--- src/rtl/tile_map_scaled_rasterizer_assert.svh ---
// assertion macros shared by the rasterizer modules
// each macro expects signals named clk and rst in the enclosing module
`ifndef TILE_MAP_SCALED_RASTERIZER_ASSERT_SVH
`define TILE_MAP_SCALED_RASTERIZER_ASSERT_SVH

// condition holds at every edge outside reset
`define TMSR_ASSERT_ALWAYS(name, cond, msg) \
  name: assert property (@(posedge clk) disable iff (rst) (cond)) else $error(msg);

// condition at one edge implies a result at the next edge
`define TMSR_ASSERT_NEXT(name, pre, post, msg) \
  name: assert property (@(posedge clk) disable iff (rst) (pre) |=> (post)) else $error(msg);

`endif

--- src/rtl/tmsr_pkg.sv ---
// ----------------------------------------------------------------------------
// tmsr_pkg
// shared types and constants of the tile map scaled rasterizer
// ----------------------------------------------------------------------------
`default_nettype none

package tmsr_pkg;

  // map and scale limits
  localparam logic [8:0] MAX_TILES = 9'd256;
  localparam logic [3:0] MAX_SCALE = 4'd8;

  // colour constants
  localparam logic [31:0] DARK_COLOR   = 32'hFF1A2818;
  localparam logic [31:0] ALPHA_OPAQUE = 32'hFF000000;
  localparam logic [7:0]  RED_MUL      = 8'd47;
  localparam logic [7:0]  GREEN_MUL    = 8'd91;
  localparam logic [7:0]  GREEN_ADD    = 8'd40;
  localparam logic [7:0]  BLUE_MUL     = 8'd13;
  localparam logic [7:0]  BLUE_ADD     = 8'd60;

  // stream widths
  localparam int IN_TDATA_W  = 80;
  localparam int OUT_TDATA_W = 56;

  // command queue between front and back
  localparam int QUEUE_DEPTH = 4;
  localparam int QUEUE_AW    = $clog2(QUEUE_DEPTH);
  localparam int QUEUE_CW    = $clog2(QUEUE_DEPTH + 1);

  // configuration register indexes
  typedef enum logic [1:0] {
    CFG_MAP_WIDTH  = 2'd0,
    CFG_MAP_HEIGHT = 2'd1,
    CFG_SCALE      = 2'd2
  } cfg_index_t;

  // configuration registers as seen by the front
  typedef struct packed {
    logic [8:0] map_width;
    logic [8:0] map_height;
    logic [3:0] scale;
  } cfg_t;

  // one cell to draw: start address, raster width, scale, colour
  typedef struct packed {
    logic [21:0] base;
    logic [11:0] rw;
    logic [3:0]  scale;
    logic [31:0] color;
  } cell_cmd_t;

endpackage

`default_nettype wire

--- src/rtl/tmsr_front.sv ---
// ----------------------------------------------------------------------------
// tmsr_front
// accepts tile cells, drops those that draw nothing, builds draw commands
// ----------------------------------------------------------------------------
`default_nettype none

module tmsr_front (
  input  wire logic                              clk,
  input  wire logic                              rst,
  input  wire tmsr_pkg::cfg_t                    cfg,
  input  wire logic                              s_tvalid,
  output logic                                   s_tready,
  // layer_index, layer_width, layer_height, tile_x, tile_y, tile_id, zero pad
  input  wire logic [tmsr_pkg::IN_TDATA_W-1:0]   s_tdata,
  output logic                                   push,
  output tmsr_pkg::cell_cmd_t                    push_cmd,
  input  wire logic                              push_ready
);
  import tmsr_pkg::*;

  // input fields
  logic [7:0]  layer_index;
  logic [8:0]  layer_width;
  logic [8:0]  layer_height;
  logic [7:0]  tile_x;
  logic [7:0]  tile_y;
  logic [31:0] tile_id;

  assign layer_index  = s_tdata[7:0];
  assign layer_width  = s_tdata[16:8];
  assign layer_height = s_tdata[25:17];
  assign tile_x       = s_tdata[33:26];
  assign tile_y       = s_tdata[41:34];
  assign tile_id      = s_tdata[73:42];

  // clamped map size and scale
  logic [8:0]  w_eff;
  logic [8:0]  h_eff;
  logic [3:0]  s_eff;
  logic [11:0] rw_in;
  logic [10:0] tx_s_in;
  logic [10:0] ty_s_in;

  assign w_eff   = (cfg.map_width > MAX_TILES) ? MAX_TILES : cfg.map_width;
  assign h_eff   = (cfg.map_height > MAX_TILES) ? MAX_TILES : cfg.map_height;
  assign s_eff   = (cfg.scale > MAX_SCALE) ? MAX_SCALE : cfg.scale;
  assign rw_in   = 12'(w_eff) * 12'(s_eff);
  assign tx_s_in = 11'(tile_x) * 11'(s_eff);
  assign ty_s_in = 11'(tile_y) * 11'(s_eff);

  // cells that produce no writes
  logic skip;

  assign skip = ((tile_id == 32'd0) && (layer_index != 8'd0))
             || (layer_width != cfg.map_width) || (layer_height != cfg.map_height)
             || (cfg.map_width == 9'd0) || (cfg.map_height == 9'd0)
             || (cfg.scale == 4'd0)
             || (9'(tile_x) >= w_eff) || (9'(tile_y) >= h_eff);

  // colour hash of the low id bits
  logic [7:0]  g8;
  logic [7:0]  red;
  logic [7:0]  green;
  logic [7:0]  blue;
  logic [31:0] color_in;

  assign g8       = tile_id[7:0];
  assign red      = g8 * RED_MUL;
  assign green    = g8 * GREEN_MUL + GREEN_ADD;
  assign blue     = g8 * BLUE_MUL + BLUE_ADD;
  assign color_in = (tile_id == 32'd0) ? DARK_COLOR
                  : (ALPHA_OPAQUE | {8'd0, red, green, blue});

  // first stage registers
  logic        s1_valid;
  logic [10:0] s1_tx_s;
  logic [10:0] s1_ty_s;
  logic [11:0] s1_rw;
  logic [3:0]  s1_scale;
  logic [31:0] s1_color;
  logic        accept;

  assign s_tready = !s1_valid || push_ready;
  assign accept   = s_tvalid && s_tready;
  assign push     = s1_valid && push_ready;

  always_ff @(posedge clk) begin
    if (rst) begin
      s1_valid <= 1'b0;
    end else if (accept) begin
      s1_valid <= !skip;
    end else if (push) begin
      s1_valid <= 1'b0;
    end
  end

  always_ff @(posedge clk) begin
    if (accept) begin
      s1_tx_s  <= tx_s_in;
      s1_ty_s  <= ty_s_in;
      s1_rw    <= rw_in;
      s1_scale <= s_eff;
      s1_color <= color_in;
    end
  end

  // start address of the cell: row times raster width plus column
  logic [21:0] row_prod;

  assign row_prod       = s1_ty_s * s1_rw;
  assign push_cmd.base  = row_prod + 22'(s1_tx_s);
  assign push_cmd.rw    = s1_rw;
  assign push_cmd.scale = s1_scale;
  assign push_cmd.color = s1_color;

endmodule

`default_nettype wire

--- src/rtl/tmsr_queue.sv ---
// ----------------------------------------------------------------------------
// tmsr_queue
// short command queue that decouples the front from the back
// ----------------------------------------------------------------------------
`default_nettype none

module tmsr_queue (
  input  wire logic                 clk,
  input  wire logic                 rst,
  input  wire logic                 push,
  input  wire tmsr_pkg::cell_cmd_t  push_cmd,
  output logic                      push_ready,
  input  wire logic                 pop,
  output tmsr_pkg::cell_cmd_t       pop_cmd,
  output logic                      pop_valid
);
  import tmsr_pkg::*;

  `include "tile_map_scaled_rasterizer_assert.svh"

  cell_cmd_t           entries [QUEUE_DEPTH];
  logic [QUEUE_AW-1:0] wr_ptr;
  logic [QUEUE_AW-1:0] rd_ptr;
  logic [QUEUE_CW-1:0] count;
  logic                do_push;
  logic                do_pop;

  assign push_ready = (count != QUEUE_CW'(QUEUE_DEPTH));
  assign pop_valid  = (count != '0);
  assign pop_cmd    = entries[rd_ptr];
  assign do_push    = push && push_ready;
  assign do_pop     = pop && pop_valid;

  // pointers and fill count
  always_ff @(posedge clk) begin
    if (rst) begin
      wr_ptr <= '0;
      rd_ptr <= '0;
      count  <= '0;
    end else begin
      if (do_push) begin
        wr_ptr <= wr_ptr + 1'b1;
      end
      if (do_pop) begin
        rd_ptr <= rd_ptr + 1'b1;
      end
      if (do_push && !do_pop) begin
        count <= count + 1'b1;
      end else if (do_pop && !do_push) begin
        count <= count - 1'b1;
      end
    end
  end

  // entry storage
  always_ff @(posedge clk) begin
    if (do_push) begin
      entries[wr_ptr] <= push_cmd;
    end
  end

  `TMSR_ASSERT_ALWAYS(a_count_bound, count <= QUEUE_CW'(QUEUE_DEPTH), "queue count overflow")
  `TMSR_ASSERT_NEXT(a_count_up, do_push && !do_pop, count == $past(count) + 1'b1, "count not incremented")
  `TMSR_ASSERT_ALWAYS(a_ptr_gap, QUEUE_AW'(wr_ptr - rd_ptr) == QUEUE_AW'(count), "pointers disagree with count")

endmodule

`default_nettype wire

--- src/rtl/tmsr_back.sv ---
// ----------------------------------------------------------------------------
// tmsr_back
// walks each cell's square row by row, one pixel word per cycle unless stalled
// ----------------------------------------------------------------------------
`default_nettype none

module tmsr_back (
  input  wire logic                               clk,
  input  wire logic                               rst,
  input  wire tmsr_pkg::cell_cmd_t                pop_cmd,
  input  wire logic                               pop_valid,
  output logic                                    pop,
  output logic                                    m_tvalid,
  input  wire logic                               m_tready,
  // pixel_address, pixel_color, zero pad
  output logic [tmsr_pkg::OUT_TDATA_W-1:0]        m_tdata,
  output logic                                    m_tlast
);
  import tmsr_pkg::*;

  `include "tile_map_scaled_rasterizer_assert.svh"

  // current cell
  logic        active;
  logic [21:0] cur_addr;
  logic [21:0] row_addr;
  logic [11:0] cur_rw;
  logic [3:0]  cur_s;
  logic [31:0] cur_color;
  logic [2:0]  sx;
  logic [2:0]  sy;

  logic row_end;
  logic last_px;
  logic emit;
  logic cell_done;

  assign row_end   = (4'(sx) == cur_s - 4'd1);
  assign last_px   = row_end && (4'(sy) == cur_s - 4'd1);
  assign emit      = active && (!m_tvalid || m_tready);
  assign cell_done = emit && last_px;
  assign pop       = pop_valid && (!active || cell_done);

  // walk control and output valid
  always_ff @(posedge clk) begin
    if (rst) begin
      active   <= 1'b0;
      m_tvalid <= 1'b0;
      sx       <= '0;
      sy       <= '0;
    end else begin
      if (emit) begin
        m_tvalid <= 1'b1;
      end else if (m_tready) begin
        m_tvalid <= 1'b0;
      end
      if (pop) begin
        active <= 1'b1;
        sx     <= '0;
        sy     <= '0;
      end else if (cell_done) begin
        active <= 1'b0;
      end else if (emit) begin
        if (row_end) begin
          sx <= '0;
          sy <= sy + 1'b1;
        end else begin
          sx <= sx + 1'b1;
        end
      end
    end
  end

  // addresses, cell payload and output word
  always_ff @(posedge clk) begin
    if (emit) begin
      m_tdata <= {2'b00, cur_color, cur_addr};
      m_tlast <= last_px;
    end
    if (pop) begin
      cur_addr  <= pop_cmd.base;
      row_addr  <= pop_cmd.base;
      cur_rw    <= pop_cmd.rw;
      cur_s     <= pop_cmd.scale;
      cur_color <= pop_cmd.color;
    end else if (emit && !last_px) begin
      if (row_end) begin
        cur_addr <= row_addr + 22'(cur_rw);
        row_addr <= row_addr + 22'(cur_rw);
      end else begin
        cur_addr <= cur_addr + 22'd1;
      end
    end
  end

  `TMSR_ASSERT_ALWAYS(a_sx_range, !active || (4'(sx) < cur_s), "column counter beyond scale")
  `TMSR_ASSERT_ALWAYS(a_sy_range, !active || (4'(sy) < cur_s), "row counter beyond scale")
  `TMSR_ASSERT_NEXT(a_pop_loads, pop, active && sx == 3'd0 && sy == 3'd0, "cell not loaded on pop")

endmodule

`default_nettype wire

--- src/rtl/tile_map_scaled_rasterizer.sv ---
// ----------------------------------------------------------------------------
// tile_map_scaled_rasterizer
// draws tile cells as scale-by-scale squares of pixel writes
// ----------------------------------------------------------------------------
// usage:
// - s_t* carries one tile cell per word; cells that draw nothing (empty cell
//   above the base layer, layer size unlike the map, zero size or scale, cell
//   outside the map) are taken and produce no writes
// - m_t* carries pixel writes: address and colour in tdata, tlast on the
//   final write of a cell; writes leave row by row, column inner
// - cfg_we/cfg_index/cfg_data write map_width, map_height and scale; the user
//   must write them only while the block is idle (not enforced); no read-back
// - a drawn cell gives scale*scale writes at one write per cycle while the
//   receiver is ready, paced by the back end's pixel walker; cells follow
//   each other with no gap when the next one is already queued
// - a cell's first write passes the front stage, the command queue and the
//   walker into the output register, and can wait behind earlier cells
// - a four-entry command queue lets the front keep accepting cells while the
//   receiver stalls; when it and the front stage are full, s_tready drops
// - synchronous reset empties the pipeline and sets the config registers to 1
// ----------------------------------------------------------------------------
`default_nettype none

module tile_map_scaled_rasterizer (
  input  wire logic                               clk,
  input  wire logic                               rst,
  input  wire logic                               cfg_we,
  input  wire logic [1:0]                         cfg_index,
  input  wire logic [8:0]                         cfg_data,
  input  wire logic                               s_tvalid,
  output logic                                    s_tready,
  // layer_index, layer_width, layer_height, tile_x, tile_y, tile_id, zero pad
  input  wire logic [tmsr_pkg::IN_TDATA_W-1:0]    s_tdata,
  output logic                                    m_tvalid,
  input  wire logic                               m_tready,
  // pixel_address, pixel_color, zero pad
  output logic [tmsr_pkg::OUT_TDATA_W-1:0]        m_tdata,
  output logic                                    m_tlast
);
  import tmsr_pkg::*;

  // configuration registers
  cfg_t cfg;

  always_ff @(posedge clk) begin
    if (rst) begin
      cfg.map_width  <= 9'd1;
      cfg.map_height <= 9'd1;
      cfg.scale      <= 4'd1;
    end else if (cfg_we) begin
      case (cfg_index)
        CFG_MAP_WIDTH:  cfg.map_width  <= cfg_data;
        CFG_MAP_HEIGHT: cfg.map_height <= cfg_data;
        CFG_SCALE:      cfg.scale      <= cfg_data[3:0];
        default: ;
      endcase
    end
  end

  logic      push;
  logic      push_ready;
  cell_cmd_t push_cmd;
  logic      pop;
  logic      pop_valid;
  cell_cmd_t pop_cmd;

  tmsr_front u_front (
    .clk        (clk),
    .rst        (rst),
    .cfg        (cfg),
    .s_tvalid   (s_tvalid),
    .s_tready   (s_tready),
    .s_tdata    (s_tdata),
    .push       (push),
    .push_cmd   (push_cmd),
    .push_ready (push_ready)
  );

  tmsr_queue u_queue (
    .clk        (clk),
    .rst        (rst),
    .push       (push),
    .push_cmd   (push_cmd),
    .push_ready (push_ready),
    .pop        (pop),
    .pop_cmd    (pop_cmd),
    .pop_valid  (pop_valid)
  );

  tmsr_back u_back (
    .clk       (clk),
    .rst       (rst),
    .pop_cmd   (pop_cmd),
    .pop_valid (pop_valid),
    .pop       (pop),
    .m_tvalid  (m_tvalid),
    .m_tready  (m_tready),
    .m_tdata   (m_tdata),
    .m_tlast   (m_tlast)
  );

endmodule

`default_nettype wire

--- config.mk ---
export PLATFORM = sky130hd
export DESIGN_NAME = tile_map_scaled_rasterizer
export DESIGN_NICKNAME = d
export VERILOG_FILES = /design/src/rtl/tmsr_pkg.sv /design/src/rtl/tmsr_front.sv /design/src/rtl/tmsr_queue.sv /design/src/rtl/tmsr_back.sv /design/src/rtl/tile_map_scaled_rasterizer.sv
export VERILOG_INCLUDE_DIRS = /design/src /design/src/rtl
export SDC_FILE = /design/constraint.sdc
export NUM_CORES = 1
export LEC_CHECK = 0
export ABC_AREA = 1
export BUFFER_PORTS_ARGS = -buffer_cell sky130_fd_sc_hd__buf_2
export CAP_MARGIN = 0
export CORE_AREA = 4 4 286 288
export DETAILED_ROUTE_END_ITERATION = 10
export DIE_AREA = 0 0 290 292
export GPL_ROUTABILITY_DRIVEN = 0
export MAX_ROUTING_LAYER = met4
export SLEW_MARGIN = 20
export SYNTH_ARGS = -nofsm -noshare
export SYNTH_HDL_FRONTEND = slang
export SYNTH_HIERARCHICAL = 1
export SYNTH_SLANG_ARGS = --single-unit
--- constraint.sdc ---
create_clock -name clk -period 14.2 [get_ports clk]
set_input_delay 1.42 -clock clk [delete_from_list [all_inputs] [get_ports clk]]
set_output_delay 1.42 -clock clk [all_outputs]
set_load 0.005 [all_outputs]
==> results.md <==
* Status: finished, final reports clean
* CTS tree: built
* Cell area power density at between 100 and 150 nW/um2
* Post-CTS setup repair buffer count at 0
* Root buffer cell: clkbuf_16
* Final max-slew violation count at 0
* RSZ-0062 raised after global routing: false
* Share of flip-flops with an asynchronous set or reset at 0
* IR drop worst, VDD at between 0.1 and 0.15 mV
* Final Power at roughly 0.0052 W
* Clock sink total at roughly 530
* Final setup TNS at 0 ns
* PortBufs at between 100 and 150
* Hold Buf Count CTS at 0
* Synth unique cells at 51
* Quantity of gates resized following cts at 0
* Initial Util at 0.400
* GRT busiest layer: met2
* Rows at a little over 100
* Clock Latency Late Sink at ~0.62 ns
* Hpwl dp at 46100 um
* Die Y at between 200 and 300 um
* Final setup violation count at 0
* Crit Path Category: reg2reg
* # IOs at approximately 160
* Hold Crit Class: reg2reg
* Seq/Total Area, Yosys at 0.489
* Period utilisation layout at 0.384
* Via density at about 4.8
* Routed len/inst at 15.5 um
* Worst setup EP type: flop
* Vias in the first global route at ~20000
* Clock skew at around 0.035 ns
* H-tree Lvls at 2
* Worst slew margin at 0.286
* Share of layout cells above drive strength 1 at 0.122
* Syn_area_per_cell at about 10 um2
* Reg2reg start: u_front/s1_rw[7]
* Detailed-route via count at 20500
* # DRC at 0
* Largest net degree at the start of global routing at 79
* Die area at 84700 um2
* Synth Instances at 3064
* GR Util met3 at 0.0265
* DR iter-0 viols at roughly 1300
* Fmax at 183 MHz
* Core area at roughly 79000 um2
* Worst Setup SP: u_front/s1_rw[7]
* DR pass1 iterations at 5
* Period minus WS final at 5.46 ns
* First-pass GRT wire length at 108000 um
* EDFF count, synth at 487
* ANT nets after route at 0
* Pleak at around 15 nW
* Grt total ovfl at 0
* Die Span X at roughly 290 um
* Clock Tree Buf Depth at 3
* Clock slew at reported path FFs at 0.06 ns
* Initial antenna violation count at 3
* Detailed Route WL at between 60000 and 70000 um
* Total GRT Usage at 0.161
* Dominant synthesized flop cell: edfxtp_1
* Yosys warning count at 6
* Max_cap viols at 0
* Worst R2R Setup Slack at roughly 8.7 ns
* Hold Violations, Final at 0
* Met2 Resource Use GR at 0.259
* Crit Path Max Fanout at 15
* Flops & latches, synth at between 500 and 600
* Startpoint Class: flop
* CP required at roughly 15 ns
* Least-Margin Pin Slew at 1.07 ns
* P&R area growth vs syn at 11.0%
* Fin nets at roughly 3600
* CP Data Arrival Time at 5.83 ns
* HP Start: u_back/cur_color[11]
* CTS Buf Count at 54
* Mapped Area at around 32000 um2
* Met1 GRT Util at 0.219
## stage by stage
stage          instance area (um2)   util  hold slack, ns  worst slack [ns]  instances
2_1_floorplan                31600      -           0.400              9.05       3072
3_3_place_gp                 33100  0.420           0.401              8.80       4174
3_5_place_dp                 33100  0.420           0.405              8.74       4174
4_1_cts                      35000  0.444           0.420              8.76       4274
5_1_grt                      35100  0.444           0.418              8.39       4277
6_report                     35100  0.444           0.417              8.74       4277
## kinds of logic after synthesis
group / synth area share
other: 0.000238
AOI/OAI and AO/OA: 0.0690
xor gates and xnor gates: 0.0305
DFF: 0.489
buffers and inverters: 0.0782
adders and majority gates: 0.173
and+or+nand+nor: 0.161
## critical path, stage by stage, from the launching register on
cell and delay [ns]:
edfxtp_1 0.83, nand2_1 0.17, fa_1 0.56, inv_1 0.05, fa_1 0.51, inv_1 0.06
fa_1 0.52, inv_1 0.05, fa_1 0.53, inv_1 0.06, fa_1 0.52, inv_1 0.04
ha_1 0.35, nand2_1 0.13, o21ai_4 0.21, nand2_2 0.08, a21boi_1 0.15, xor2_1 0.38
## final cells by class
cell class,instances,area (um2)
inverters,476,1790
well taps,1050,1310
repair buffers,160,836
fillers,7468,43800
diodes,3,7.51
clock inverters,36,469
flip-flops and latches,527,15400
multi-input cells,1961,13800
clock buffers,64,1450
## registers in the layout (all words and copies together), names as in the netlist, 4 cells and up, named ones only
| signal | count |
|---|---|
| u_back/cur_rw | 12 |
| u_back/cur_color | 32 |
| u_front/s1_tx_s | 11 |
| u_back/m_tdata | 54 |
| u_front/s1_ty_s | 11 |
| cfg | 22 |
| u_back/cur_addr | 22 |
| u_front/s1_color | 22 |
| u_front/s1_scale | 4 |
| u_queue/entries | 280 |
| u_front/s1_rw | 12 |
| u_back/row_addr | 22 |
| u_back/cur_s | 4 |
## synthesized netlist by cell type (4+ instances only)
library cell,number,area (um2)
nand2_2,22,138
a21o_1,5,37.5
nor4_1,8,50.1
nand2_1,591,2220
edfxtp_1,487,14600
xor2_1,58,508
or2_2,7,43.8
buf_12,5,100
xnor2_1,52,455
and2_1,4,25.0
buf_4,15,113
buf_6,13,146
o22ai_1,30,188
o21ai_0,145,726
nand4_1,20,125
o21ai_1,37,185
fa_1,158,3160
nor3_1,15,75.1
o21ai_2,8,70.1
ha_1,183,2290
o22ai_2,40,500
dfxtp_1,40,801
nand3b_1,8,60.1
buf_2,20,100
a21oi_1,69,345
clkbuf_1,53,199
nand3_1,113,566
nand3_2,5,50.1
nor2_1,310,1160
inv_1,472,1770
nor2_2,4,25.0
nor2_4,41,462
## power breakdown
part           total, W  internal, W  switching (W)  leakage, nW
clock           0.00151     0.000900       0.000607        0.930
combinational   0.00162     0.000565        0.00106         9.53
sequential      0.00206      0.00201      0.0000543         4.77
## path summary, 6_finish.rpt
| kind | to | depth (start not counted) |
|---|---|---|
| max | u_queue/entries[3][63] | 17 |
| min | u_back/m_tdata[33] | 0 |
| min reg2reg | u_back/m_tdata[33] | 0 |
| max reg2reg | u_queue/entries[3][63] | 17 |
## layout by cell type, fill, tap and decap left out, types with 38 or more instances in the layout
cell       count
a21oi_1       69
buf_2        146
clkbuf_16     56
dfxtp_1       38
edfxtp_1     487
fa_1         158
ha_1         183
inv_1        471
nand2_1      591
nand3_1      113
nor2_1       306
nor2_4        46
o21ai_0      145
o22ai_2       40
xnor2_1       52
xor2_1        58
## layer usage
layer / wire length, um / part of all wire
met1: 31300 / 0.47
met2: 30800 / 0.46
met3: 3180 / 0.048
met4: 1000 / 0.015
met5: 0 / 0
No activity file was read; power rests on OpenSTA's default activity.
